`config.mk`:
```
export PLATFORM = sky130hd
export DESIGN_NAME = tpta_prep
export DESIGN_NICKNAME = d
export VERILOG_FILES = /design/src/hdl/tpta_pkg.sv /design/src/hdl/tpta_prep.sv
export SDC_FILE = /design/constraint.sdc
export NUM_CORES = 1
export LEC_CHECK = 0
export BUFFER_PORTS_ARGS = -buffer_cell sky130_fd_sc_hd__buf_2
export CAP_MARGIN = 20
export CORE_UTILIZATION = 54
export DETAILED_ROUTE_END_ITERATION = 10
export GPL_ROUTABILITY_DRIVEN = 0
export PLACE_DENSITY_LB_ADDON = 0.25
export SYNTH_ARGS = -nofsm -noshare
export SYNTH_HDL_FRONTEND = slang
export SYNTH_SLANG_ARGS = --single-unit
```
`constraint.sdc`:
```
create_clock -name clk_i -period 3.45 [get_ports clk_i]
set_input_delay 0.5175 -clock clk_i [delete_from_list [all_inputs] [get_ports clk_i]]
set_output_delay 0.5175 -clock clk_i [all_outputs]
set_load 0.1 [all_outputs]
```
`src/hdl/tpta_pkg.sv`:
```
// Shared types, constants and CORDIC table for the three point turn angle block.
`default_nettype none
package tpta_pkg;

  localparam int COORD_W           = 32;
  localparam int ANGLE_W           = 32;
  localparam int ACC_W             = 64;
  localparam int COORD_WIDTH_DEF   = 32;
  localparam int CORDIC_STAGES_DEF = 28;
  localparam int CORDIC_MAX        = 40;
  localparam int PREP_LAT          = 5;
  localparam int POST_LAT          = 9;
  localparam int NORM_TOP          = 56;
  localparam int RECIP_SH          = 33;
  localparam int ADDR_W            = 3;
  localparam int DATA_W            = 32;

  localparam logic [0:0]  REG_ANGLE_UNIT = 1'b0;
  localparam logic [31:0] DEG180_Q22     = 32'd754974720;

  typedef struct packed {
    logic                      kind;
    logic signed [COORD_W-1:0] ax;
    logic signed [COORD_W-1:0] ay;
    logic signed [COORD_W-1:0] bx;
    logic signed [COORD_W-1:0] by_coord;
    logic signed [COORD_W-1:0] cx;
    logic signed [COORD_W-1:0] cy;
  } item_t;

  typedef struct packed {
    logic signed [ANGLE_W-1:0] angle;
    logic                      valid_res;
  } result_t;

  typedef struct packed {
    logic zero;
    logic dx_zero;
    logic dy_zero;
    logic dx_pos;
    logic dy_pos;
  } flags_t;

  typedef struct packed {
    logic signed [ACC_W-1:0] x;
    logic signed [ACC_W-1:0] y;
    logic signed [ACC_W-1:0] acc;
  } vec_t;

  typedef struct packed {
    logic                    ok;
    logic signed [ACC_W-1:0] z;
  } lane_t;

  typedef struct packed {
    logic valid;
    logic kind;
  } ctrl_t;

  typedef logic signed [ACC_W-1:0] atan_tab_t [CORDIC_MAX];

  // shift-subtract divide, elaboration only
  function automatic logic [63:0] udiv64(input logic [63:0] n, input logic [63:0] d);
    logic [64:0] rem;
    logic [63:0] quo;
    rem = '0;
    quo = '0;
    for (int b = 63; b >= 0; b--) begin
      rem = {rem[63:0], n[b]};
      if (rem >= {1'b0, d}) begin
        rem    = rem - {1'b0, d};
        quo[b] = 1'b1;
      end
    end
    return quo;
  endfunction

  // truncated arctan series; q == 0 means the ratio is a shift by qsh
  function automatic logic [63:0] atan_series(input logic [63:0] p_in, input logic [63:0] q,
                                              input int unsigned qsh);
    logic [63:0] p;
    logic [63:0] s;
    logic [63:0] t;
    logic        neg;
    logic [63:0] k;
    p   = p_in;
    s   = '0;
    neg = 1'b0;
    k   = '0;
    for (int n = 0; n < 64; n++) begin
      if (p != '0) begin
        t   = udiv64(p, 2 * k + 64'd1);
        s   = neg ? s - t : s + t;
        neg = !neg;
        k   = k + 64'd1;
        if (q != '0) p = udiv64(p, q);
        else if (qsh < 64) p = p >> qsh;
        else p = '0;
      end
    end
    return s;
  endfunction

  function automatic logic [63:0] quarter_q60();
    logic [63:0] one;
    one = 64'd1 << 60;
    return 4 * atan_series(udiv64(one, 64'd5), 64'd25, 0)
           - atan_series(udiv64(one, 64'd239), 64'd57121, 0);
  endfunction

  function automatic atan_tab_t build_atan_tab();
    atan_tab_t tab;
    for (int i = 0; i < CORDIC_MAX; i++) begin
      if (i == 0) tab[i] = $signed(quarter_q60());
      else tab[i] = $signed(atan_series((64'd1 << 60) >> i, 64'd0, 2 * i));
    end
    return tab;
  endfunction

  localparam atan_tab_t   ATAN_TAB   = build_atan_tab();
  localparam logic [63:0] PI_U       = quarter_q60() << 2;
  localparam logic signed [ACC_W-1:0] PI_Q60      = $signed(PI_U);
  localparam logic signed [ACC_W-1:0] HALF_PI_Q60 = $signed(PI_U >> 1);
  localparam logic signed [ACC_W-1:0] TWO_PI_Q60  = $signed(PI_U << 1);
  localparam logic [63:0] PI30_W     = (PI_U + (64'd1 << 29)) >> 30;
  localparam logic [31:0] PI30       = PI30_W[31:0];
  localparam logic [31:0] PI30_HALF  = PI30 >> 1;
  localparam logic [63:0] RECIP_W    = udiv64({32'd0, DEG180_Q22} << RECIP_SH, PI30_W);
  localparam logic [30:0] DEG_RECIP  = RECIP_W[30:0];

endpackage
`default_nettype wire

```
`src/hdl/tpta_prep.sv`:
```
// Front end of one lane: difference, magnitude, normalize and half-plane fold.
`default_nettype none
module tpta_prep #(
  parameter int COORD_WIDTH = tpta_pkg::COORD_WIDTH_DEF
) (
  input  logic                               clk_i,
  input  logic signed [tpta_pkg::COORD_W-1:0] p_x_i,
  input  logic signed [tpta_pkg::COORD_W-1:0] p_y_i,
  input  logic signed [tpta_pkg::COORD_W-1:0] q_x_i,
  input  logic signed [tpta_pkg::COORD_W-1:0] q_y_i,
  output tpta_pkg::vec_t                      vec_o,
  output tpta_pkg::flags_t                    flags_o
);
  import tpta_pkg::*;

  localparam int CIW  = (COORD_WIDTH > COORD_W) ? COORD_W + 1 : COORD_WIDTH;
  localparam int DW   = CIW + 1;
  localparam int MSBW = $clog2(DW);
  localparam int SHW  = $clog2(NORM_TOP + 1);

  logic signed [CIW-1:0] px, py, qx, qy;

  // wider coordinates than the port see the word as unsigned
  if (COORD_WIDTH > COORD_W) begin : g_zext
    assign px = {1'b0, p_x_i};
    assign py = {1'b0, p_y_i};
    assign qx = {1'b0, q_x_i};
    assign qy = {1'b0, q_y_i};
  end else begin : g_sext
    assign px = p_x_i[CIW-1:0];
    assign py = p_y_i[CIW-1:0];
    assign qx = q_x_i[CIW-1:0];
    assign qy = q_y_i[CIW-1:0];
  end

  logic signed [DW-1:0] dx1_q, dy1_q;
  logic signed [DW-1:0] dx2_q, dy2_q;
  logic [DW-1:0]        mag2_q;
  flags_t               fl2_q, fl3_q, fl4_q, fl5_q;
  logic signed [DW-1:0] dx3_q, dy3_q;
  logic [SHW-1:0]       sh3_q;
  logic signed [ACC_W-1:0] x4_q, y4_q;
  vec_t                 vec5_q;

  logic [DW-1:0]  adx, ady;
  flags_t         fl2_d;
  logic [MSBW-1:0] msb;
  vec_t           vec5_d;

  always_ff @(posedge clk_i) begin
    dx1_q <= DW'(qx) - DW'(px);
    dy1_q <= DW'(qy) - DW'(py);
  end

  always_comb begin
    adx           = dx1_q[DW-1] ? DW'(-dx1_q) : DW'(dx1_q);
    ady           = dy1_q[DW-1] ? DW'(-dy1_q) : DW'(dy1_q);
    fl2_d.zero    = (dx1_q == '0) && (dy1_q == '0);
    fl2_d.dx_zero = (dx1_q == '0);
    fl2_d.dy_zero = (dy1_q == '0);
    fl2_d.dx_pos  = !dx1_q[DW-1] && (dx1_q != '0);
    fl2_d.dy_pos  = !dy1_q[DW-1] && (dy1_q != '0);
  end

  always_ff @(posedge clk_i) begin
    dx2_q  <= dx1_q;
    dy2_q  <= dy1_q;
    mag2_q <= adx | ady;
    fl2_q  <= fl2_d;
  end

  // leading one of the larger magnitude
  always_comb begin
    msb = '0;
    for (int b = 0; b < DW; b++) begin
      if (mag2_q[b]) msb = MSBW'(b);
    end
  end

  always_ff @(posedge clk_i) begin
    dx3_q <= dx2_q;
    dy3_q <= dy2_q;
    sh3_q <= SHW'(NORM_TOP) - SHW'(msb);
    fl3_q <= fl2_q;
  end

  always_ff @(posedge clk_i) begin
    x4_q  <= ACC_W'(dx3_q) <<< sh3_q;
    y4_q  <= ACC_W'(dy3_q) <<< sh3_q;
    fl4_q <= fl3_q;
  end

  // left half-plane: negate and preload +/- pi
  always_comb begin
    vec5_d.x   = x4_q;
    vec5_d.y   = y4_q;
    vec5_d.acc = '0;
    if (x4_q[ACC_W-1]) begin
      vec5_d.x   = -x4_q;
      vec5_d.y   = -y4_q;
      vec5_d.acc = y4_q[ACC_W-1] ? -PI_Q60 : PI_Q60;
    end
  end

  always_ff @(posedge clk_i) begin
    vec5_q <= vec5_d;
    fl5_q  <= fl4_q;
  end

  assign vec_o   = vec5_q;
  assign flags_o = fl5_q;

endmodule
`default_nettype wire

```
==> impl_metrics.toml <==
[clock_network]
cts_hold_buf = 0
cts-root-buf = "clkbuf_16"
cts.sinks = 515
post-cts-setup-buffers = 0
cts_max_path_buffers = 3
cts.clk_slew.worst_paths_ps = 60
cts-htree-levels = 2
cts_buffers = 50
clk-insertion-delay-late_ps = 580
cts-resized-gates = 0
cts_tree = "done"

[power]
vdd_drop_max_v = 0.000959
p_leak_nw = 11.6
power_density_nw_per_um2 = 909

[synthesis]
synthArstFlopShare_pct = 0
synth_simple_gate_area_share_pct = 13.2
yosysSeqAreaShare_pct = 43.8
synth-compound-area-share_pct = 14.7
syn_inst = 2489
netlist_area_um2 = 23500
synth_top_area_share_pct = 43.8
yosys.area.top_type = "dfxtp_1"
synth_xor_area_share_pct = 8.30
synth_top_family_by_area = "compound AO/OA/AOI/OAI gates"
synthDistinctLibCells = 71
synth_fa_ha_area_share_pct = 3.84
synth_edf_count = 0
synth-seq-cells = 515
synthFlopType = "dfxtp_1"
avgSynthCellArea_um2 = 9.46
synthMuxAreaShare_pct = 10.6
yosys_warnings = 0
synth_top_cells_by_area = "dfxtp_1 (44%), xnor2_1 (6.2%), mux2i_1 (4.0%)"

[placement]
place_inst = 3251
hpwl_mm = 43.4
numPortBuffers = 320

[job]
max_cap_violations = 0

[global_routing]
grt_start_max_net_pins = 84
antenna_found_initial = 0
grt_overflow = 0
grt_usage_pct = 24.4
grt_pass1_vias = 17200
grt_pass1_wl_mm = 87.9

[critical_path]
worst_ep_arrival_time_ps = 3700
critical_path_peak_fanout = 6
critPathKind = "flip-flop to flip-flop"
cp.required_ps = 3950
end_kind = "flip-flop"
rrSetupSlack_ps = 250
cp-start-kind = "flip-flop"

[sta]
skew_ps = 21.8
fmax_mhz = 312
hold_slack_ps = 220
tightest_slew_ps = 953
drv_slew = 0
hold_viol_final = 0
rsz0062_at_grt = "no"
period_share_pct = 92.8
finalSetupViolations = 0
fin_tns_setup_ps = 0
period_minus_slack_ps = 3200
slew_headroom_pct = 36.5

[floorplanning]
start_util_pct = 54.6
die_x_um = 211
die-area_um2 = 44400
rows = 76
core_um2 = 43100
die_h_um = 211
ioPinCount = 326

[layout]
drive_gt1_share_pct = 20.5
layout.nets = 2919
final_cell_count_no_fill = 3343
area_growth_pct = 14.4
diodes = 0

[routing]
drtIter0Drc = 1583
vias_per_cell = 5.56
dr.pass1.iters = 6
vias = 18600
antenna_left = 0
wl_per_cell_um = 16.7
drc_errors = 0
wl_mm = 55.8

[min_path]
hold_path.class = "input port to flip-flop"

[outcome]
outcome = "complete, no violations"
[final cells by class]
cell class | instances | area (um^2)
fill | 3578 | 16100
multi-input combinational | 1695 | 12000
sequential | 515 | 10300
timing repair buffer | 346 | 1810
clock buffer | 73 | 1480
tap | 585 | 732
inverter | 111 | 417
clock inverter | 18 | 211
[cell usage after synthesis (all sizes together) (3+ instances only)]
| cell type | n |
|---|---|
| buf | 83 |
| inv | 110 |
| a21boi | 5 |
| or3 | 43 |
| o21a | 21 |
| o31a | 3 |
| a21oi | 142 |
| and3 | 17 |
| nand3 | 18 |
| nor2b | 36 |
| and2 | 9 |
| mux2 | 59 |
| o31ai | 65 |
| xnor2 | 166 |
| or4 | 22 |
| a311oi | 4 |
| o21bai | 9 |
| nand2 | 185 |
| a31oi | 22 |
| a21o | 21 |
| nand2b | 22 |
| mux4 | 40 |
| o21ai | 158 |
| dfxtp | 515 |
| clkbuf | 89 |
| xor2 | 57 |
| nor4 | 21 |
| nor3 | 45 |
| ha | 69 |
| o211ai | 5 |
| a21bo | 3 |
| nor2 | 194 |
| mux2i | 94 |
| or2 | 13 |
| o41ai | 25 |
| o22ai | 33 |
| a211oi | 24 |
| nand4 | 11 |
[flip-flops by register name, summed over array words and instances, names as in the netlist]
signal and cells:
dy3_q 33, sh3_q 6, dx3_q 33, fl4_q 5
dy2_q 33, y4_q 64, vec_o 131, fl3_q 5
mag2_q 32, fl2_q 5, flags_o 5, x4_q 64
dx1_q 33, dy1_q 33, dx2_q 33
[layer usage]
metal	share of wire, %	GRT usage [%]	up-vias	wire, um
met5	0	0	-	0
met4	3.6	10.2	0	1990
met3	6.3	3.21	138	3540
met2	47	41.0	782	26000
met1	44	31.6	8506	24300
li1	-	-	9151	-
[placed cells by master, fill, tap and decap left out, types with 8 or more instances in the layout]
master     instances
or3_1             43
o31ai_1           60
clkbuf_8          12
ha_1              69
nor2b_1           36
inv_1            109
clkbuf_1          10
dfxtp_1          508
nor4_1            21
xnor2_1          166
mux4_2            40
nor2_1           193
a21o_1            21
o21a_1            21
mux2_2            59
a31oi_1           22
and3_1            17
o22ai_1           33
or2_2             10
nand4_1           11
o41ai_1           23
a211oi_1          24
or4_1             22
nand2b_1          22
and2_1             9
clkbuf_16         51
mux2i_1           94
clkinv_2           8
nand3_1           18
a21oi_1          142
nand2_1          184
buf_2            320
buf_4             25
nor3_1            43
o21ai_0          158
xor2_1            57
o21bai_1           9
[through the flow]
stage	power [W]	setup WS [ps]	area, um^2	utilization [%]
3_5_place_dp	0.0190	10.2	25200	58.6
3_3_place_gp	0.0188	15.0	25200	58.6
4_1_cts	0.0245	246	26900	62.5
5_1_grt	0.0256	48.0	26900	62.5
2_1_floorplan	0.0168	504	23600	-
6_report	0.0245	247	26900	62.5
[report_power, final]
part	internal, W	leakage, nW	switching, W
combinational	0.00293	6.50	0.00716
sequential	0.00756	4.30	0.00135
clock	0.00328	0.836	0.00221
[worst max-delay path, stage by stage, from the launching register on]
cell and delay [ps]:
dfxtp_1 340, or4_1 560, or3_1 370, or3_1 330
or2_1 290, nor3_2 370, nand3_1 310, o41ai_2 400
xnor2_1 160
[cell families after synthesis]
logic type                 Yosys count
and+or+nand+nor                    647
AOI/OAI and AO/OA                  556
DFF                                515
buffers and inverters              283
xor gates and xnor gates           223
muxes                              193
adders and majority gates           71
other                                1
[path summary, 6_finish.rpt]
check	endpoint	depth (start not counted)	start
max reg2reg	vec_o[177]$_DFF_P_	8	x4_q[7]$_SDFF_PP0_
min reg2reg	dx3_q[25]$_DFF_P_	0	dx2_q[25]$_DFF_P_
min	dy1_q[0]$_DFF_P_	3	p_y_i[0]
max	vec_o[177]$_DFF_P_	8	x4_q[7]$_SDFF_PP0_
No activity file was read; power rests on OpenSTA's default activity.
