==> src/hdl/tpta_pkg.sv <==
// Shared types, constants and CORDIC table for the three point turn angle block.
`default_nettype none
package tpta_pkg;

  localparam int COORD_W           = 32;
  localparam int ANGLE_W           = 32;
  localparam int ACC_W             = 64;
  localparam int COORD_WIDTH_DEF   = 32;
  localparam int CORDIC_STAGES_DEF = 28;
  localparam int CORDIC_MAX        = 40;
  localparam int PREP_LAT          = 5;
  localparam int POST_LAT          = 9;
  localparam int NORM_TOP          = 56;
  localparam int RECIP_SH          = 33;
  localparam int ADDR_W            = 3;
  localparam int DATA_W            = 32;

  localparam logic [0:0]  REG_ANGLE_UNIT = 1'b0;
  localparam logic [31:0] DEG180_Q22     = 32'd754974720;

  typedef struct packed {
    logic                      kind;
    logic signed [COORD_W-1:0] ax;
    logic signed [COORD_W-1:0] ay;
    logic signed [COORD_W-1:0] bx;
    logic signed [COORD_W-1:0] by_coord;
    logic signed [COORD_W-1:0] cx;
    logic signed [COORD_W-1:0] cy;
  } item_t;

  typedef struct packed {
    logic signed [ANGLE_W-1:0] angle;
    logic                      valid_res;
  } result_t;

  typedef struct packed {
    logic zero;
    logic dx_zero;
    logic dy_zero;
    logic dx_pos;
    logic dy_pos;
  } flags_t;

  typedef struct packed {
    logic signed [ACC_W-1:0] x;
    logic signed [ACC_W-1:0] y;
    logic signed [ACC_W-1:0] acc;
  } vec_t;

  typedef struct packed {
    logic                    ok;
    logic signed [ACC_W-1:0] z;
  } lane_t;

  typedef struct packed {
    logic valid;
    logic kind;
  } ctrl_t;

  typedef logic signed [ACC_W-1:0] atan_tab_t [CORDIC_MAX];

  // shift-subtract divide, elaboration only
  function automatic logic [63:0] udiv64(input logic [63:0] n, input logic [63:0] d);
    logic [64:0] rem;
    logic [63:0] quo;
    rem = '0;
    quo = '0;
    for (int b = 63; b >= 0; b--) begin
      rem = {rem[63:0], n[b]};
      if (rem >= {1'b0, d}) begin
        rem    = rem - {1'b0, d};
        quo[b] = 1'b1;
      end
    end
    return quo;
  endfunction

  // truncated arctan series; q == 0 means the ratio is a shift by qsh
  function automatic logic [63:0] atan_series(input logic [63:0] p_in, input logic [63:0] q,
                                              input int unsigned qsh);
    logic [63:0] p;
    logic [63:0] s;
    logic [63:0] t;
    logic        neg;
    logic [63:0] k;
    p   = p_in;
    s   = '0;
    neg = 1'b0;
    k   = '0;
    for (int n = 0; n < 64; n++) begin
      if (p != '0) begin
        t   = udiv64(p, 2 * k + 64'd1);
        s   = neg ? s - t : s + t;
        neg = !neg;
        k   = k + 64'd1;
        if (q != '0) p = udiv64(p, q);
        else if (qsh < 64) p = p >> qsh;
        else p = '0;
      end
    end
    return s;
  endfunction

  function automatic logic [63:0] quarter_q60();
    logic [63:0] one;
    one = 64'd1 << 60;
    return 4 * atan_series(udiv64(one, 64'd5), 64'd25, 0)
           - atan_series(udiv64(one, 64'd239), 64'd57121, 0);
  endfunction

  function automatic atan_tab_t build_atan_tab();
    atan_tab_t tab;
    for (int i = 0; i < CORDIC_MAX; i++) begin
      if (i == 0) tab[i] = $signed(quarter_q60());
      else tab[i] = $signed(atan_series((64'd1 << 60) >> i, 64'd0, 2 * i));
    end
    return tab;
  endfunction

  localparam atan_tab_t   ATAN_TAB   = build_atan_tab();
  localparam logic [63:0] PI_U       = quarter_q60() << 2;
  localparam logic signed [ACC_W-1:0] PI_Q60      = $signed(PI_U);
  localparam logic signed [ACC_W-1:0] HALF_PI_Q60 = $signed(PI_U >> 1);
  localparam logic signed [ACC_W-1:0] TWO_PI_Q60  = $signed(PI_U << 1);
  localparam logic [63:0] PI30_W     = (PI_U + (64'd1 << 29)) >> 30;
  localparam logic [31:0] PI30       = PI30_W[31:0];
  localparam logic [31:0] PI30_HALF  = PI30 >> 1;
  localparam logic [63:0] RECIP_W    = udiv64({32'd0, DEG180_Q22} << RECIP_SH, PI30_W);
  localparam logic [30:0] DEG_RECIP  = RECIP_W[30:0];

endpackage
`default_nettype wire

==> src/hdl/tpta_post.sv <==
// Back end: turn angle wrap and fold, rounding to radians or degrees, output word.
`default_nettype none
module tpta_post (
  input  logic              clk_i,
  input  logic              rst_ni,
  input  tpta_pkg::ctrl_t   ctrl_i,
  input  tpta_pkg::lane_t   lane1_i,
  input  tpta_pkg::lane_t   lane2_i,
  input  logic              unit_i,
  output logic              done_o,
  output tpta_pkg::result_t result_o
);
  import tpta_pkg::*;

  ctrl_t c_q  [POST_LAT];
  logic  ok_q [POST_LAT];

  logic signed [ACC_W-1:0] z1_q, z2_q, z3_q;
  logic [ACC_W-1:0]        mag4_q;
  logic                    neg4_q, neg5_q, neg6_q, neg7_q, neg8_q;
  logic [ANGLE_W-1:0]      rad5_q, rad6_q, rad7_q, rad8_q;
  logic [31:0]             q5_q;
  logic [61:0]             prod6_q, prod7_q;
  logic [62:0]             est6_q;
  logic [30:0]             e7_q, d8_q;
  logic [61:0]             ep7_q;
  result_t                 res_q;

  logic signed [ACC_W-1:0] z2_d, z3_d;
  logic [ACC_W-1:0]        rnd_r, rnd_d;
  logic [ACC_W-1:0]        rem;
  logic signed [ANGLE_W:0] sdeg, srad, sres;
  result_t                 res_d;

  always_ff @(posedge clk_i or negedge rst_ni) begin
    if (!rst_ni) begin
      for (int i = 0; i < POST_LAT; i++) c_q[i] <= '0;
    end else begin
      c_q[0] <= ctrl_i;
      for (int i = 1; i < POST_LAT; i++) c_q[i] <= c_q[i-1];
    end
  end

  always_ff @(posedge clk_i) begin
    ok_q[0] <= ctrl_i.kind ? (lane1_i.ok && lane2_i.ok) : lane1_i.ok;
    for (int i = 1; i < POST_LAT; i++) ok_q[i] <= ok_q[i-1];
  end

  always_ff @(posedge clk_i) begin
    z1_q <= ctrl_i.kind ? lane2_i.z - lane1_i.z : lane1_i.z;
  end

  // wrap the turn to [0, 2pi)
  always_comb begin
    z2_d = z1_q;
    if (c_q[0].kind) begin
      if (z1_q[ACC_W-1]) z2_d = z1_q + TWO_PI_Q60;
      else if (z1_q >= TWO_PI_Q60) z2_d = z1_q - TWO_PI_Q60;
    end
  end

  always_ff @(posedge clk_i) begin
    z2_q <= z2_d;
  end

  always_comb begin
    z3_d = z2_q;
    if (c_q[1].kind && (z2_q > PI_Q60)) z3_d = TWO_PI_Q60 - z2_q;
  end

  always_ff @(posedge clk_i) begin
    z3_q <= z3_d;
  end

  always_ff @(posedge clk_i) begin
    neg4_q <= z3_q[ACC_W-1];
    mag4_q <= z3_q[ACC_W-1] ? ACC_W'(-z3_q) : ACC_W'(z3_q);
  end

  // round half away from zero on the magnitude
  always_comb begin
    rnd_r = (mag4_q + (64'd1 << 31)) >> 32;
    rnd_d = (mag4_q + (64'd1 << 29)) >> 30;
  end

  always_ff @(posedge clk_i) begin
    neg5_q <= neg4_q;
    rad5_q <= rnd_r[ANGLE_W-1:0];
    q5_q   <= rnd_d[31:0];
  end

  // quotient estimate by reciprocal, exact or one short
  always_ff @(posedge clk_i) begin
    neg6_q  <= neg5_q;
    rad6_q  <= rad5_q;
    prod6_q <= 62'(q5_q) * 62'(DEG180_Q22[29:0]);
    est6_q  <= 63'(q5_q) * 63'(DEG_RECIP);
  end

  always_ff @(posedge clk_i) begin
    neg7_q  <= neg6_q;
    rad7_q  <= rad6_q;
    prod7_q <= prod6_q;
    e7_q    <= est6_q[62:RECIP_SH];
    ep7_q   <= 62'(est6_q[62:RECIP_SH]) * 62'(PI30);
  end

  always_comb begin
    rem = 64'(prod7_q) + 64'(PI30_HALF) - 64'(ep7_q);
  end

  always_ff @(posedge clk_i) begin
    neg8_q <= neg7_q;
    rad8_q <= rad7_q;
    d8_q   <= (rem >= 64'(PI30)) ? e7_q + 31'd1 : e7_q;
  end

  always_comb begin
    sdeg = neg8_q ? -$signed({2'b00, d8_q}) : $signed({2'b00, d8_q});
    srad = neg8_q ? -$signed({1'b0, rad8_q}) : $signed({1'b0, rad8_q});
    if (c_q[7].kind) begin
      if (sdeg[ANGLE_W]) sdeg = '0;
      if (sdeg > $signed({1'b0, DEG180_Q22})) sdeg = $signed({1'b0, DEG180_Q22});
    end else begin
      if (sdeg <= -$signed({1'b0, DEG180_Q22})) sdeg = 33'sd1 - $signed({1'b0, DEG180_Q22});
      if (sdeg > $signed({1'b0, DEG180_Q22})) sdeg = $signed({1'b0, DEG180_Q22});
    end
    sres            = unit_i ? sdeg : srad;
    res_d.valid_res = ok_q[7];
    res_d.angle     = ok_q[7] ? sres[ANGLE_W-1:0] : '0;
  end

  always_ff @(posedge clk_i) begin
    res_q <= res_d;
  end

  assign done_o   = c_q[POST_LAT-1].valid;
  assign result_o = res_q;

endmodule
`default_nettype wire

==> config.mk <==
export PLATFORM = sky130hd
export DESIGN_NAME = tpta_post
export DESIGN_NICKNAME = d
export VERILOG_FILES = /design/src/hdl/tpta_pkg.sv /design/src/hdl/tpta_post.sv
export SDC_FILE = /design/constraint.sdc
export NUM_CORES = 2
export LEC_CHECK = 0
export ABC_AREA = 1
export CAP_MARGIN = 5
export CORE_AREA = 2 2 372 374
export CTS_BUF_LIST = sky130_fd_sc_hd__clkbuf_4
export CTS_CLUSTER_SIZE = 16
export DETAILED_ROUTE_END_ITERATION = 7
export DIE_AREA = 0 0 374 376
export DONT_BUFFER_PORTS = 1
export PLACE_DENSITY = 0.75
export SLEW_MARGIN = 20
export SYNTH_ARGS = -nofsm -noshare
export SYNTH_HDL_FRONTEND = slang
export SYNTH_SLANG_ARGS = --single-unit
==> constraint.sdc <==
create_clock -name clk_i -period 8.6 [get_ports clk_i]
set_clock_uncertainty 0.15 [all_clocks]
set_input_delay 1.72 -clock clk_i [delete_from_list [all_inputs] [get_ports clk_i]]
set_output_delay 1.72 -clock clk_i [all_outputs]
set_load 0.03 [all_outputs]
==> results.toml <==
[global_route]
grt_max_degree = 77
grt_first_pass_wirelength_mm = 338
grt_use_met1_pct = 39.6
gr-max-usage-layer = "met2"
grt_usage_pct = 30.9
met3_usage_pct = 5.97
antenna_found_initial = 13
grtUsageMet2_pct = 50.4
overflow = 0
grt_pass1_vias = 61333

[synthesis]
synth.ff_latch_count = 674
synth_edf_count = 0
synthTopCellsByCount = "inv_1, nand2_1, ha_1"
netlist_area_um2 = 72000
ys_seq_area_share_pct = 18.8
yosysWarnings = 0
synthCells = 9089
synth.top_cell.area_share_pct = 20.8
avgSynthCellArea_um2 = 7.93
synth_area_leader_cell = "fa_1"
yosysMostFrequentCell = "inv_1"
netlist_top_cells_area = "fa_1, dfxtp_1, ha_1, inv_1, nand2_1"
yosysUniqueCellTypes = 77
async_flop_share_pct = 2.52
syn_nets = 10961
synth-main-ff-cell = "dfxtp_1"

[final_layout]
syn2layout_area_growth_pct = 6.57
drive_gt1_share_pct = 5.15
finalNetCount = 11123
finalNonFillerCells = 11190

[worst_setup_path]
r2r-start = "est6_q[51]$_DFF_P_"
cpMostUsedCell = "fa_1"
cpPeakStageDelay_ns = 0.83
critPathTopFamily = "adder cells"
cp.arrival_ns = 9.17
crit_type = "reg2reg"
cp-endpoint = "ep7_q[56]$_DFF_P_"
crit_buf_inv = 6
reg2regPathDepth = 25
worstPathMaxFanout = 9
crit_start = "est6_q[51]$_DFF_P_"
worstPathRequired_ns = 9.43
critPathCaptureType = "flip-flop"
cp.depth = 25
crit_path_start_kind = "flip-flop"
rrSetupSlack_ns = 0.26
reg2reg_to = "ep7_q[56]$_DFF_P_"
cp_slowest_cell = "dfxtp_1"

[timing]
slew_viol_final = 0
hold_slack_ns = 0.0738
period_share_pct = 97.0
rsz0062_at_grt = "false"
slew_headroom_pct = 24.4
worstMarginPinSlew_ns = 1.13
finalSetupTns_ns = 0
hold_violations = 0
fin_crit_ns = 8.34
setup_ws_ns = 0.260
setup_viol = 0
max_freq_mhz = 120

[clock_tree]
clock_sinks = 674
cts_buffer_depth = 3
cts_max_level = 4
cts_inserted_buffers = 170
clockRootBuffer = "clkbuf_4"
clk_pin_slew_worst_paths_ns = 0.06
insertion_delay_ns = 1.17
cts_tree = "done"
cts_setup_buffers = 0

[placement]
dp_hpwl_mm = 187
dp_worst_setup_slack_ns = 0.484
port_buffers = 0
dp.cells = 10871
gp_congestion = 0.984

[floorplan]
die_y_um = 376
core_area_um2 = 137000
die_w_um = 374
start_util_pct = 52.7
core.rowCount = 136
num_io_pins = 169
dieArea_um2 = 141000

[detailed_routing]
drt_first_pass_iters = 6
drtAntennaViolNets = 0
routed_wl_mm = 217
drc_errors = 0
num_vias = 60492
avgViaCountPerCell = 5.41
wl_per_cell_um = 19.4
drtIter0Drc = 4715

[run]
max_cap_violations = 0

[min_path]
hp-class = "reg2reg"

[run_status]
outcome = "finished, final reports clean"
[sequential cells by signal, indices dropped and copies added, names as in the netlist]
| register | count |
|---|---|
| c_q | 16 |
| d8_q | 31 |
| done_o | 1 |
| e7_q | 26 |
| ep7_q | 61 |
| est6_q | 32 |
| mag4_q | 35 |
| neg4_q | 1 |
| neg5_q | 1 |
| neg6_q | 1 |
| neg7_q | 1 |
| neg8_q | 1 |
| ok_q | 8 |
| prod6_q | 36 |
| prod7_q | 38 |
| q5_q | 32 |
| rad5_q | 32 |
| rad6_q | 32 |
| rad7_q | 32 |
| rad8_q | 32 |
| result_o | 33 |
| z1_q | 64 |
| z2_q | 64 |
| z3_q | 64 |
[worst min path at each step]
stage | from | to | depth (start not counted)
final | prod6_q[47]$_DFF_P_ | prod7_q[47]$_DFF_P_ | 0
after floorplan | neg4_q$_DFF_P_ | neg5_q$_DFF_P_ | 0
after CTS | rst_ni | c_q[3]$_DFF_PN0_ | 0
after global placement | prod6_q[53]$_DFF_P_ | prod7_q[53]$_DFF_P_ | 0
after detailed placement | prod6_q[27]$_DFF_P_ | prod7_q[27]$_DFF_P_ | 0
after global routing | rst_ni | c_q[14]$_DFF_PN0_ | 0
[final cells by class]
cell class,instances,area (µm²)
diodes,14,35.0
multi-input cells,6183,50000
repair buffers,80,606
clock buffers,235,1760
flip-flops and latches,674,13600
inverters,2142,8040
clock inverters,68,518
fillers,12653,59900
well taps,1794,2240
[layer usage]
metal	routed length, µm	vias to the layer above
met2	98300	2348
met3	16900	472
met1	90300	28621
met5	56	-
li1	-	29043
met4	11300	8
[logic make-up (layout without fill, tap and decap cells)]
group           count (synthesis)  count (layout)  share of synthesized area, %
mux                             3               3                        0.0469
flops                         674             674                          18.8
xor+xnor                      435             435                          5.29
simple gates                 2862            2862                          17.1
buf+inv                      2232            2525                          11.8
compound gates               1146            1146                          9.00
fa+ha+maj                    1737            1737                          38.0
other cells                     0              14                             0
[timing repair]
action	4_1_cts	5_1_grt
hold endpoints to repair	10	0
gates resized for setup	0	0
hold buffers	2	0
[per-stage QoR]
| stage | cell area, µm² | utilization (%) |
|---|---|---|
| 3_5_place_dp | 74400 | 54.5 |
| 5_1_grt | 76800 | 56.2 |
| 4_1_cts | 76700 | 56.2 |
| 2_1_floorplan | 72000 | - |
| 6_report | 76800 | 56.2 |
| 3_3_place_gp | 74400 | 54.5 |
[cells in the final DEF (no fill, tap or decap), drive strengths merged, types with 62 or more instances in the layout]
master,Yosys,routed
inv,2138,2142
o21ai,359,359
buf,27,78
nand4,122,122
nand2,1307,1307
xor2,327,327
xnor2,108,108
nor4,63,63
a21oi,476,476
nor3,156,156
clkinv,4,62
nor2,802,802
a31oi,76,76
dfxtp,657,657
nand3,328,328
fa,747,747
ha,990,990
clkbuf,63,235
Power is not shown: default switching activity piles up to over one toggle a cycle in this logic, so the estimate is an artifact.
